[config.mk]
export PLATFORM = sky130hd
export DESIGN_NAME = tvgs_ctrl
export DESIGN_NICKNAME = d
export VERILOG_FILES = /design/src/tvgs_pkg.sv /design/src/tvgs_ctrl.sv
export SDC_FILE = /design/constraint.sdc
export NUM_CORES = 1
export LEC_CHECK = 0
export BUFFER_PORTS_ARGS = -buffer_cell sky130_fd_sc_hd__buf_2
export CAP_MARGIN = 20
export CORE_ASPECT_RATIO = 0.7
export CORE_MARGIN = 2
export CORE_UTILIZATION = 50
export DETAILED_ROUTE_END_ITERATION = 8
export PLACE_DENSITY = 0.74
export RECOVER_POWER = 25
export SLEW_MARGIN = 15
export SYNTH_ARGS = -nofsm -noshare
export SYNTH_HDL_FRONTEND = slang
export SYNTH_SLANG_ARGS = --single-unit
[constraint.sdc]
create_clock -name clk -period 9 [get_ports clk]
set_input_delay 2.7 -clock clk [delete_from_list [all_inputs] [get_ports clk]]
set_output_delay 2.7 -clock clk [all_outputs]
set_load 0.01 [all_outputs]
[src/tvgs_pkg.sv]
// constants, codes and controller command type of the tv gradient stencil
// no dependencies
package tvgs_pkg;

  localparam int DEF_MAX_WIDTH  = 1024;
  localparam int DEF_PIXEL_BITS = 16;
  localparam int MAX_HEIGHT     = 1024;
  localparam int ROW_BITS       = 10;
  localparam int CFG_BITS       = 11;
  localparam int CFG_IDX_BITS   = 1;
  localparam int GRAD_BITS      = 16;
  localparam int FRAC_OUT       = 12;
  localparam int EPS_SQ         = 4096;
  localparam int MIN_DIM        = 3;

  localparam logic [CFG_IDX_BITS-1:0] REG_IMAGE_WIDTH  = 1'd0;
  localparam logic [CFG_IDX_BITS-1:0] REG_IMAGE_HEIGHT = 1'd1;

  localparam logic KIND_PIXEL = 1'b0;
  localparam logic KIND_FLUSH = 1'b1;

  // line store read address relative to the centre column
  localparam logic [1:0] ADDR_CENTER = 2'd0;
  localparam logic [1:0] ADDR_LEFT   = 2'd1;
  localparam logic [1:0] ADDR_RIGHT  = 2'd2;

  // which of the three quotient terms is worked on
  localparam logic [1:0] TERM_CENTER = 2'd0;
  localparam logic [1:0] TERM_LEFT   = 2'd1;
  localparam logic [1:0] TERM_UP     = 2'd2;

  typedef struct packed {
    logic       take_pixel;
    logic [1:0] addr_sel;
    logic       cap_center;
    logic       cap_left;
    logic       cap_right;
    logic       line_write;
    logic       acc_clear;
    logic [1:0] term;
    logic       sq_first;
    logic       sq_second;
    logic       sqrt_step;
    logic       div_init;
    logic       div_step;
    logic       acc_add;
    logic       load_out;
    logic       out_zero;
  } cmd_t;

endpackage

[src/tvgs_ctrl.sv]
// controller of the tv gradient stencil: configuration, raster counters, sequencing
// depends on tvgs_pkg
module tvgs_ctrl #(
  parameter int MAX_WIDTH  = tvgs_pkg::DEF_MAX_WIDTH,
  parameter int PIXEL_BITS = tvgs_pkg::DEF_PIXEL_BITS
) (
  input  logic                              clk,
  input  logic                              rst,
  input  logic                              write_enable,
  input  logic [tvgs_pkg::CFG_IDX_BITS-1:0] reg_index,
  input  logic [tvgs_pkg::CFG_BITS-1:0]     write_data,
  input  logic                              in_valid,
  output logic                              in_ready,
  input  logic                              in_kind,
  output logic                              out_valid,
  input  logic                              out_ready,
  output logic                              out_last,
  output logic [$clog2(MAX_WIDTH)-1:0]      column,
  output tvgs_pkg::cmd_t                    cmd
);

  localparam int AW  = $clog2(MAX_WIDTH);
  localparam int RB  = tvgs_pkg::ROW_BITS;
  localparam int K   = 31 - PIXEL_BITS;
  localparam int SW  = 2 * PIXEL_BITS + 3;
  localparam int RW  = 2 * ((SW + 2 * K + 1) / 2);
  localparam int RH  = RW / 2;
  localparam int DVW = PIXEL_BITS + 2 + tvgs_pkg::FRAC_OUT + K + 1;
  localparam int CW  = $clog2(DVW);

  localparam logic [3:0] S_IDLE  = 4'd0;
  localparam logic [3:0] S_RA    = 4'd1;
  localparam logic [3:0] S_RB    = 4'd2;
  localparam logic [3:0] S_RC    = 4'd3;
  localparam logic [3:0] S_RD    = 4'd4;
  localparam logic [3:0] S_SQA   = 4'd5;
  localparam logic [3:0] S_SQB   = 4'd6;
  localparam logic [3:0] S_SQRT  = 4'd7;
  localparam logic [3:0] S_DINIT = 4'd8;
  localparam logic [3:0] S_DIV   = 4'd9;
  localparam logic [3:0] S_ACC   = 4'd10;
  localparam logic [3:0] S_OUT   = 4'd11;

  logic [3:0]                   state;
  logic [tvgs_pkg::CFG_BITS-1:0] cfg_w;
  logic [tvgs_pkg::CFG_BITS-1:0] cfg_h;
  logic [AW-1:0]                in_col;
  logic [RB-1:0]                in_row;
  logic [AW-1:0]                emit_col;
  logic [RB-1:0]                emit_row;
  logic [AW:0]                  pending;
  logic                         emit_f;
  logic                         inter_f;
  logic                         zero_f;
  logic                         last_f;
  logic [1:0]                   term;
  logic [CW-1:0]                cnt;

  logic [AW:0]  eff_w;
  logic [RB:0]  eff_h;
  logic         accept;
  logic         emit_now;
  logic         interior;
  logic         last_now;
  logic         in_col_wrap;
  logic         in_row_wrap;
  logic         emit_col_wrap;
  logic         emit_row_wrap;

  always_comb begin
    if (cfg_w < tvgs_pkg::CFG_BITS'(tvgs_pkg::MIN_DIM)) begin
      eff_w = (AW+1)'(tvgs_pkg::MIN_DIM);
    end else if (32'(cfg_w) > MAX_WIDTH) begin
      eff_w = (AW+1)'(MAX_WIDTH);
    end else begin
      eff_w = (AW+1)'(cfg_w);
    end
    if (cfg_h < tvgs_pkg::CFG_BITS'(tvgs_pkg::MIN_DIM)) begin
      eff_h = (RB+1)'(tvgs_pkg::MIN_DIM);
    end else if (32'(cfg_h) > tvgs_pkg::MAX_HEIGHT) begin
      eff_h = (RB+1)'(tvgs_pkg::MAX_HEIGHT);
    end else begin
      eff_h = (RB+1)'(cfg_h);
    end
  end

  assign in_ready = (state == S_IDLE) && !out_valid;
  assign accept   = in_valid && in_ready;
  assign emit_now = (pending >= eff_w);
  // interior centre: not on the frame border, tested on the emit row and input column
  assign interior = (emit_row != '0) && ((RB+1)'(emit_row) + (RB+1)'(2) <= eff_h) &&
                    (in_col != '0) && ((AW+1)'(in_col) + (AW+1)'(2) <= eff_w);
  assign last_now = ((RB+1)'(emit_row) == eff_h - (RB+1)'(1)) &&
                    ((AW+1)'(emit_col) == eff_w - (AW+1)'(1));

  assign in_col_wrap   = ((AW+1)'(in_col) + (AW+1)'(1) >= eff_w);
  assign in_row_wrap   = ((RB+1)'(in_row) + (RB+1)'(1) >= eff_h);
  assign emit_col_wrap = ((AW+1)'(emit_col) + (AW+1)'(1) >= eff_w);
  assign emit_row_wrap = ((RB+1)'(emit_row) + (RB+1)'(1) >= eff_h);

  always_ff @(posedge clk) begin
    if (rst) begin
      state     <= S_IDLE;
      cfg_w     <= tvgs_pkg::CFG_BITS'(1024);
      cfg_h     <= tvgs_pkg::CFG_BITS'(1024);
      in_col    <= '0;
      in_row    <= '0;
      emit_col  <= '0;
      emit_row  <= '0;
      pending   <= '0;
      emit_f    <= 1'b0;
      inter_f   <= 1'b0;
      zero_f    <= 1'b0;
      last_f    <= 1'b0;
      term      <= tvgs_pkg::TERM_CENTER;
      cnt       <= '0;
      out_valid <= 1'b0;
      out_last  <= 1'b0;
      column    <= '0;
    end else begin
      if (out_valid && out_ready) begin
        out_valid <= 1'b0;
      end
      case (state)
        S_IDLE: begin
          if (accept) begin
            if (in_kind == tvgs_pkg::KIND_FLUSH) begin
              if (pending != '0) begin
                last_f  <= last_now;
                zero_f  <= 1'b1;
                pending <= pending - (AW+1)'(1);
                if (emit_col_wrap) begin
                  emit_col <= '0;
                  emit_row <= emit_row_wrap ? '0 : emit_row + RB'(1);
                end else begin
                  emit_col <= emit_col + AW'(1);
                end
                state <= S_OUT;
              end
            end else begin
              column  <= in_col;
              emit_f  <= emit_now;
              inter_f <= interior;
              zero_f  <= !interior;
              last_f  <= last_now;
              if (emit_now) begin
                if (emit_col_wrap) begin
                  emit_col <= '0;
                  emit_row <= emit_row_wrap ? '0 : emit_row + RB'(1);
                end else begin
                  emit_col <= emit_col + AW'(1);
                end
              end else begin
                pending <= pending + (AW+1)'(1);
              end
              if (in_col_wrap) begin
                in_col <= '0;
                in_row <= in_row_wrap ? '0 : in_row + RB'(1);
              end else begin
                in_col <= in_col + AW'(1);
              end
              state <= S_RA;
            end
          end
        end
        S_RA: state <= S_RB;
        S_RB: state <= S_RC;
        S_RC: state <= S_RD;
        S_RD: begin
          if (emit_f && inter_f) begin
            term  <= tvgs_pkg::TERM_CENTER;
            state <= S_SQA;
          end else if (emit_f) begin
            state <= S_OUT;
          end else begin
            state <= S_IDLE;
          end
        end
        S_SQA: state <= S_SQB;
        S_SQB: begin
          cnt   <= CW'(RH - 1);
          state <= S_SQRT;
        end
        S_SQRT: begin
          cnt <= cnt - CW'(1);
          if (cnt == '0) begin
            state <= S_DINIT;
          end
        end
        S_DINIT: begin
          cnt   <= CW'(DVW - 1);
          state <= S_DIV;
        end
        S_DIV: begin
          cnt <= cnt - CW'(1);
          if (cnt == '0) begin
            state <= S_ACC;
          end
        end
        S_ACC: begin
          if (term == tvgs_pkg::TERM_UP) begin
            state <= S_OUT;
          end else begin
            term  <= term + 2'd1;
            state <= S_SQA;
          end
        end
        S_OUT: begin
          out_valid <= 1'b1;
          out_last  <= last_f;
          state     <= S_IDLE;
        end
        default: state <= S_IDLE;
      endcase
      // a register write restarts the stream, line stores keep their contents
      if (write_enable) begin
        if (reg_index == tvgs_pkg::REG_IMAGE_WIDTH) begin
          cfg_w <= write_data;
        end else begin
          cfg_h <= write_data;
        end
        in_col   <= '0;
        in_row   <= '0;
        emit_col <= '0;
        emit_row <= '0;
        pending  <= '0;
      end
    end
  end

  always_comb begin
    cmd            = '0;
    cmd.take_pixel = accept && (in_kind == tvgs_pkg::KIND_PIXEL);
    cmd.term       = term;
    cmd.out_zero   = zero_f;
    case (state)
      S_RA:    cmd.addr_sel = tvgs_pkg::ADDR_CENTER;
      S_RB: begin
        cmd.addr_sel   = tvgs_pkg::ADDR_LEFT;
        cmd.cap_center = 1'b1;
      end
      S_RC: begin
        cmd.addr_sel = tvgs_pkg::ADDR_RIGHT;
        cmd.cap_left = 1'b1;
      end
      S_RD: begin
        cmd.cap_right  = 1'b1;
        cmd.line_write = 1'b1;
        cmd.acc_clear  = 1'b1;
      end
      S_SQA:   cmd.sq_first  = 1'b1;
      S_SQB:   cmd.sq_second = 1'b1;
      S_SQRT:  cmd.sqrt_step = 1'b1;
      S_DINIT: cmd.div_init  = 1'b1;
      S_DIV:   cmd.div_step  = 1'b1;
      S_ACC:   cmd.acc_add   = 1'b1;
      S_OUT:   cmd.load_out  = 1'b1;
      default: cmd.addr_sel  = tvgs_pkg::ADDR_CENTER;
    endcase
  end

endmodule

# ---- Yosys cells after proc, flatten, opt, wreduce, memory -nomap -nowiden
# Index checks and enable logic that the tools add are counted.
dict set report totals {
  regBits 91
  latch_bits 0
  mem_bits_rw 0
  rom_bits 0
  in_bits 18
  out_inout_bits 31
  wordCells 141
  n_memories 0
}
dict set report classes {
  add_sub_neg 14
  multipliers 0
  div_mod_pow 0
  order_cmp 10
  n_eq_ne 22
  shift 0
  mux 47
  bitwise_logic 2
  n_reduce_logical 30
}
# op count
set op_table {}
lappend op_table {{10-bit 2-to-1 mux} 10}
lappend op_table {{11-bit 2-to-1 mux} 7}
lappend op_table {{11-bit greater-or-equal comparator} 4}
lappend op_table {{4-bit one-hot mux with 11 select lines} 1}
lappend op_table {{10-bit by 1-bit adder with 11-bit output (second input constant)} 3}
lappend op_table {{11-bit by 1-bit subtractor with 11-bit output (second input constant)} 3}
lappend op_table {{4-bit 2-to-1 mux} 8}
lappend op_table {{10-bit by 1-bit adder with 10-bit output (second input constant)} 3}
lappend op_table {{10-bit by 2-bit adder with 11-bit output (second input constant)} 2}
lappend op_table {{10-bit by 11-bit equality test with 1-bit output} 2}
lappend op_table {{11-bit > comparator (second input constant)} 2}
lappend op_table {{11-bit less-or-equal comparator} 2}
lappend op_table {{11-bit by 2-bit < comparator with 1-bit output (second input constant)} 2}
lappend op_table {{10-bit nonzero test} 2}
lappend op_table {{6-bit one-hot mux with 3 select lines} 1}
lappend op_table {{4-bit by 3-bit equality test with 1-bit output (second input constant)} 4}
lappend op_table {{4-bit equality test (second input constant)} 4}
lappend op_table {{1-bit 2-to-1 mux} 15}
lappend op_table {{2-bit != test (second input constant)} 6}
lappend op_table {{4-bit AND reduction} 3}
lappend op_table {{11-bit by 1-bit adder with 11-bit output (second input constant)} 1}
lappend op_table {{11-bit nonzero test} 1}
lappend op_table {{1-bit logical AND} 9}
lappend op_table {{3-bit AND reduction} 3}
lappend op_table {{other kinds (18)} 27}

# ---- Longest topological paths before layout
# Gate-level depths: netlist of run 1.
dict set report depth {
  ltp_word 9
  ltp_mapped 15
  depth_no_buf 13
}

# ---- Worst setup path after synthesis of run 1
# OpenSTA, ideal clock, no wires.
dict set report synth_path {
  path_kind {input -> output}
  from {input in_valid}
  to {output cmd[17] (netlist name)}
  t_arrival_ns 3.418
  required_time_ns 6.300
  slack_ns 2.882
  stages 4
  path_buffers 1
  path_cell_list {nor2b_1 nand3_1 inv_1 buf_1}
}
# element line_no
set synth_rtl {}
lappend synth_rtl {{start, declared} tvgs_ctrl.sv:12} ;# input logic in_valid,
lappend synth_rtl {{end, declared} tvgs_ctrl.sv:19} ;# output tvgs_pkg::cmd_t cmd

==> impl_metrics.py, run 1 <==
metrics = {
    "global_route": {
        "grt_pass1_vias": 6169,
        "grt_pass1_wl_mm": 30.97,
        "grt_util_all_layers_pct": 23.98,
        "grt-ovfl-total": 0,
        "grt_max_degree": 54,
        "antenna_found_initial": 0,
    },
    "clocking": {
        "post_cts_resized": 0,
        "clk_path_buf_depth": 2,
        "htree_num_levels": 3,
        "clockRootBuffer": "clkbuf_16",
        "tritoncts": "done",
        "clkLatencyLatePin_ns": 0.34,
        "clk_pin_slew_ns": 0.07,
        "cts_made_buffers": 9,
        "ctsHoldBuffers": 0,
        "cts_sinks": 91,
        "cts_setup_buffers": 0,
    },
    "synthesis": {
        "ys_top_cells_by_area": "dfxtp_1, ha_1, nand2_1",
        "syn_inst": 961,
        "yosysWarningCount": 0,
        "synthSimpleGateAreaFrac_pct": 25.73,
        "synth_edf_count": 0,
        "syn_area_sq_um": 7325,
        "yosys.area.top_type_share_pct": 24.87,
        "yosysUniqueCellTypes": 73,
        "synth_compound_area_share_pct": 19.73,
        "synth_nets": 1064,
        "avgSynthCellArea_sq_um": 7.622,
        "ys_seq_area_share_pct": 24.87,
        "synth_top_family_by_area": "simple AND/OR/NAND/NOR gates",
        "yosys.area_share.xor_xnor_pct": 7.175,
        "ys_ff_latch": 91,
        "ys.flop_type": "dfxtp_1",
        "synth_mux_area_share_pct": 2.221,
        "synthArstFlopShare_pct": 0,
        "synthAdderAreaFrac_pct": 14.76,
        "synth_largest_area_cell": "dfxtp_1",
    },
    "power_and_ir_drop": {
        "p_per_area_nw_per_um2": 171.4,
        "p_leak_nw": 3.311,
        "peakVddDrop_uv": 127.2,
    },
    "die": {
        "num_io_pins": 49,
        "fp.coreArea_sq_um": 14100,
        "start_util_pct": 51.95,
        "chipHeight_um": 105.3,
        "dieArea_sq_um": 15650,
        "rows": 36,
        "die_w_um": 148.7,
    },
    "timing": {
        "slew_viol_final": 54,
        "rsz0062_at_grt": "no",
        "clock_skew_ns": 0.009902,
        "finalSetupViolations": 0,
        "max_freq_mhz": 145.0,
        "tns_ns": 0,
        "finalHoldViolations": 0,
        "setup_ws_ns": 2.105,
        "period_minus_slack_ns": 6.895,
        "fin_hold_ws_ns": 0.4514,
        "timing.final.crit_share_pct": 76.61,
        "slew_headroom_pct": -59.85,
        "tightest_slew_ns": 2.398,
    },
    "critical_path": {
        "r2r-end": "pending[10]$_SDFFE_PP0P_",
        "path_buf_inv": 5,
        "worstSetupEndpoint": "cmd[17]",
        "cpMaxStageDelayCell": "clkinv_1",
        "crit_start": "in_kind",
        "cp.depth": 6,
        "crit_arrival_ns": 4.20,
        "regToRegSetupSlack_ns": 4.96,
        "cpMostUsedCell": "buf_2",
        "path_max_fanout": 22,
        "cp.required_ns": 6.30,
        "startpoint_type": "input pin",
        "rr_worst_depth": 12,
        "slowest_delay_ns": 0.30,
        "path_cells": "buf_2, clkinv_1, nand3_1, buf_4, inv_1, buf_2",
        "crit_path_end_kind": "output pin",
        "cpLargestDelayFamily": "buffers and inverters",
        "crit_type": "in -> out",
        "r2r_start": "cfg_w[6]$_SDFFE_PP0P_",
    },
    "drt": {
        "postRouteAntennaNets": 0,
        "vias": 6808,
        "viasPerCell": 5.884,
        "routed_wl_mm": 18.42,
        "drtIter0Drc": 522,
        "drc": 0,
        "wl_per_cell_um": 15.92,
        "first_pass_iters": 5,
    },
    "run": {
        "drv_cap": 1,
    },
    "final_layout": {
        "nets": 1066,
        "nFillCells": 1313,
        "antennaDiodeCount": 0,
        "syn2layout_area_growth_pct": 7.550,
        "layout-drive-gt1-share_pct": 8.273,
    },
    "placed_design": {
        "place.gp.congestion": 0.8815,
        "pre_cts_ws_ns": 2.147,
        "hpwl_mm": 13.68,
        "io_buffers": 48,
    },
    "outcome": {
        "outcome": "finished with violations",
        "violations": "max-capacitance violations, max-slew violations",
    },
    "worst_hold_path": {
        "hold_path_class": "reg -> reg",
    },
}
==> Yosys cell counts (4+ instances only) <==
library cell and number:
a211oi_1 6, a21o_1 12, a21oi_1 80, a22oi_1 9
a31oi_1 7, and3_1 13, buf_1 7, buf_2 4
buf_4 6, clkbuf_1 42, dfxtp_1 91, ha_1 84
inv_1 34, mux2i_1 14, nand2_1 136, nand2b_1 15
nand3_1 43, nand3b_1 12, nand4_1 17, nor2_1 79
nor2b_1 13, nor3_1 19, nor3b_1 4, nor4_1 12
o211ai_1 6, o21a_1 10, o21ai_0 36, o21bai_1 4
o31ai_1 14, or2_2 6, or4_1 4, xnor2_1 33
xor2_1 27
==> layout by cell type (no fill, tap or decap), types with 13 or more instances in the layout <==
master    netlist  routed
nor2_1         79      79
nand2b_1       15      15
o21ai_0        36      35
xor2_1         27      27
nand3_1        43      43
nor3_1         19      19
xnor2_1        33      33
mux2i_1        14      14
nor2b_1        13      13
a21oi_1        80      80
and3_1         13      13
o31ai_1        14      14
ha_1           84      84
nand2_1       136     136
inv_1          34      34
nand4_1        17      17
buf_2           4      40
dfxtp_1        91      91
==> stage by stage <==
step                util [%]  instance area (sq um)  power (mW)  std cells
global route           55.88                   7878       1.430       1157
CTS                    55.97                   7891       1.349       1157
detailed placement     53.67                   7567      0.9315       1142
floorplan                  -                   7325      0.8403        961
global placement       53.67                   7567      0.9250       1142
finish                 55.88                   7878       1.350       1157
==> where the power goes <==
group          switching (mW)  internal, mW  leakage, nW
Combinational           0.263         0.178         2.42
Sequential             0.0586         0.434        0.738
Clock                   0.165         0.252        0.156
==> logic make-up after synthesis <==
group,after synthesis
AO/OA/AOI/OAI,223
XOR/XNOR,60
adder cells (fa/ha/maj),86
buffers and inverters,98
flip-flops,91
multiplexers,16
AND/OR/NAND/NOR,387
==> flip-flops by register name, indices dropped and copies added, names as in the netlist, 2 cells and up <==
name	flops
cnt	6
state	4
term	2
emit_col	10
column	10
pending	11
in_col	10
cfg_h	11
emit_row	10
cfg_w	11
==> worst min-delay path by stage <==
stage	startpoint	to	slack (ns)	depth (start not counted)
2_1_floorplan	inter_f$_SDFFE_PP0P_	inter_f$_SDFFE_PP0P_	0.44	2
3_3_place_gp	column[7]$_SDFFE_PP0P_	column[7]$_SDFFE_PP0P_	0.44	2
3_5_place_dp	column[2]$_SDFFE_PP0P_	column[2]$_SDFFE_PP0P_	0.44	2
4_1_cts	column[2]$_SDFFE_PP0P_	column[2]$_SDFFE_PP0P_	0.45	2
5_1_grt	column[2]$_SDFFE_PP0P_	column[2]$_SDFFE_PP0P_	0.47	2
6_report	column[5]$_SDFFE_PP0P_	column[5]$_SDFFE_PP0P_	0.45	2
==> layout make-up <==
cell class	instances	area (sq um)	area share, %
clock buffers	10	239.0	3.034
clock inverters	5	85.08	1.080
inverters	37	138.9	1.763
multi-input cells	772	5099	64.72
flip-flops and latches	91	1822	23.13
well taps	190	237.7	3.018
repair buffers	52	256.5	3.256
==> worst register-to-register path, delay by kind of cell (launching register included) <==
kind | cells | cell delay [ns]
flops | 1 | 0.45
fa+ha+maj | 1 | 0.36
simple gates | 5 | 1.44
compound gates | 6 | 1.68
==> layer usage <==
layer	share of wire [%]	global-route usage, %	wire, um
met2	40	33.50	7332
met5	0	0	0
met1	52	37.35	9589
met3	6.7	4.719	1230
met4	1.5	5.442	271
Power figures use the tool's default switching activity.
==> run 2: changes to the inputs <==
Settings changed: PLACE_DENSITY 0.74 to 0.76.
Clock period 9 ns to 5.62 ns, I/O delays scaled along.
==> impl_metrics.py, run 2 (synthesized netlist as in run 1, its figures left out) <==
metrics = {
    "outcome": {
        "outcome": "finished with violations",
        "violations": "max-capacitance violations, max-slew violations",
    },
    "timing": {
        "finalHoldViolations": 0,
        "finalSetupViolations": 0,
        "max_freq_mhz": 228.7,
        "tns_ns": 0,
        "slew_headroom_pct": -62.35,
        "clock_skew_ns": 0.008018,
        "slew_viol_final": 53,
        "timing.final.crit_share_pct": 77.79,
        "rsz0062_at_grt": "no",
        "tightest_slew_ns": 2.435,
        "period_minus_slack_ns": 4.372,
    },
    "final_layout": {
        "fin_area_sq_um": 7918,
        "reg.largest.list": "cfg_h (11), cfg_w (11), pending (11)",
        "final_cell_mix": "nand2_1, dfxtp_1, ha_1",
        "nets": 1070,
        "layout-drive-gt1-share_pct": 9.362,
        "seq_area_sq_um": 1822,
        "nFillCells": 1323,
        "multiInputGateArea_sq_um": 5099,
        "final_common_cell": "nand2_1",
        "antennaDiodeCount": 0,
        "syn2layout_area_growth_pct": 8.097,
        "utilization_pct": 56.16,
    },
    "power_and_ir_drop": {
        "p_per_area_nw_per_um2": 274.4,
        "p_total_mw": 2.172,
        "p_leak_nw": 3.359,
        "peakVddDrop_uv": 225.0,
    },
    "clocking": {
        "htree_num_levels": 3,
        "post_cts_resized": 0,
        "cts_made_buffers": 9,
        "clk_pin_slew_ns": 0.07,
        "clkLatencyLatePin_ns": 0.36,
        "clk_path_buf_depth": 2,
        "ctsHoldBuffers": 0,
        "cts_sinks": 91,
        "cts_setup_buffers": 0,
        "tritoncts": "done",
        "clockRootBuffer": "clkbuf_16",
    },
    "placed_design": {
        "place.gp.congestion": 0.9037,
        "hpwl_mm": 13.74,
        "io_buffers": 48,
        "dpl_cell_area_sq_um": 7590,
    },
    "critical_path": {
        "startpoint_type": "input pin",
        "crit_start": "in_kind",
        "regToRegSetupSlack_ns": 1.78,
        "path_max_fanout": 14,
        "cp.required_ns": 3.93,
        "crit_type": "in -> out",
        "crit_path_end_kind": "output pin",
        "crit_arrival_ns": 2.69,
        "r2r_start": "cfg_w[6]$_SDFFE_PP0P_",
    },
    "global_route": {
        "antenna_found_initial": 0,
        "grt_util_all_layers_pct": 24.16,
        "grt_pass1_vias": 6071,
        "grt_max_degree": 53,
        "grt-ovfl-total": 0,
        "grt_pass1_wl_mm": 30.88,
    },
    "drt": {
        "viasPerCell": 5.954,
        "postRouteAntennaNets": 0,
        "drc": 0,
        "wl_per_cell_um": 15.99,
        "drtIter0Drc": 613,
        "routed_wl_mm": 18.58,
        "vias": 6919,
        "first_pass_iters": 6,
    },
    "die": {
        "dieArea_sq_um": 15650,
        "start_util_pct": 51.95,
        "die_w_um": 148.7,
        "fp.coreArea_sq_um": 14100,
        "chipHeight_um": 105.3,
        "num_io_pins": 49,
        "rows": 36,
    },
    "worst_hold_path": {
        "hold_path.startpoint": "column[0]$_SDFFE_PP0P_",
        "hold_path_class": "reg -> reg",
    },
    "run": {
        "drv_cap": 1,
    },
}
-- run 2: cell count changes in the layout (fill, tap and decap cells not counted) --
| cell | before | now |
|---|---|---|
| buf_2 | 40 | 48 |
| buf_4 | 3 | 6 |
| clkbuf_1 | 9 | 3 |
| clkinv_4 | 0 | 1 |
| inv_6 | 2 | 1 |
| o21ai_0 | 35 | 36 |
| o21ai_1 | 4 | 3 |
-- run 2: final cells by class --
cell class / instances / share of cell area (%)
multi-input combinational: 772 / 64.40
inverter: 37 / 1.754
tap: 190 / 3.003
clock buffer: 11 / 3.066
timing repair buffer: 56 / 3.698
clock inverter: 5 / 1.075
sequential: 91 / 23.01
-- run 2: per-stage QoR --
stage	hold slack (ns)	std cells	setup slack, ns
5_1_grt	0.4682	1162	1.130
6_report	0.4503	1162	1.248
3_5_place_dp	0.4435	1145	1.238
2_1_floorplan	0.4418	961	1.530
3_3_place_gp	0.4418	1145	1.260
4_1_cts	0.4524	1161	1.240
-- run 2: report_power, final --
group          internal (mW)  total, mW  switching [mW]
clock                  0.405      0.674           0.270
combinational          0.288      0.709           0.421
sequential             0.696      0.789          0.0935
-- run 2: metal layers --
layer | share of wire, % | vias up | GRT usage [%]
li1 | - | 3455 | -
met1 | 51 | 3201 | 37.52
met2 | 41 | 245 | 33.93
met3 | 7.5 | 18 | 5.368
met4 | 0.90 | 0 | 4.490
met5 | 0 | - | 0
-- run 2: critical path: stages --
cell and delay [ns]:
buf_2 0.11, clkinv_1 0.18, nand3_1 0.13, inv_1 0.36, buf_2 0.22
-- run 2: worst paths after layout --
path / end / cells past startpoint
worst min-delay path: column[0]$_SDFFE_PP0P_ / 2
worst max-delay path: cmd[17] / 5
worst min register to register: column[0]$_SDFFE_PP0P_ / 2
worst max register to register: pending[10]$_SDFFE_PP0P_ / 12
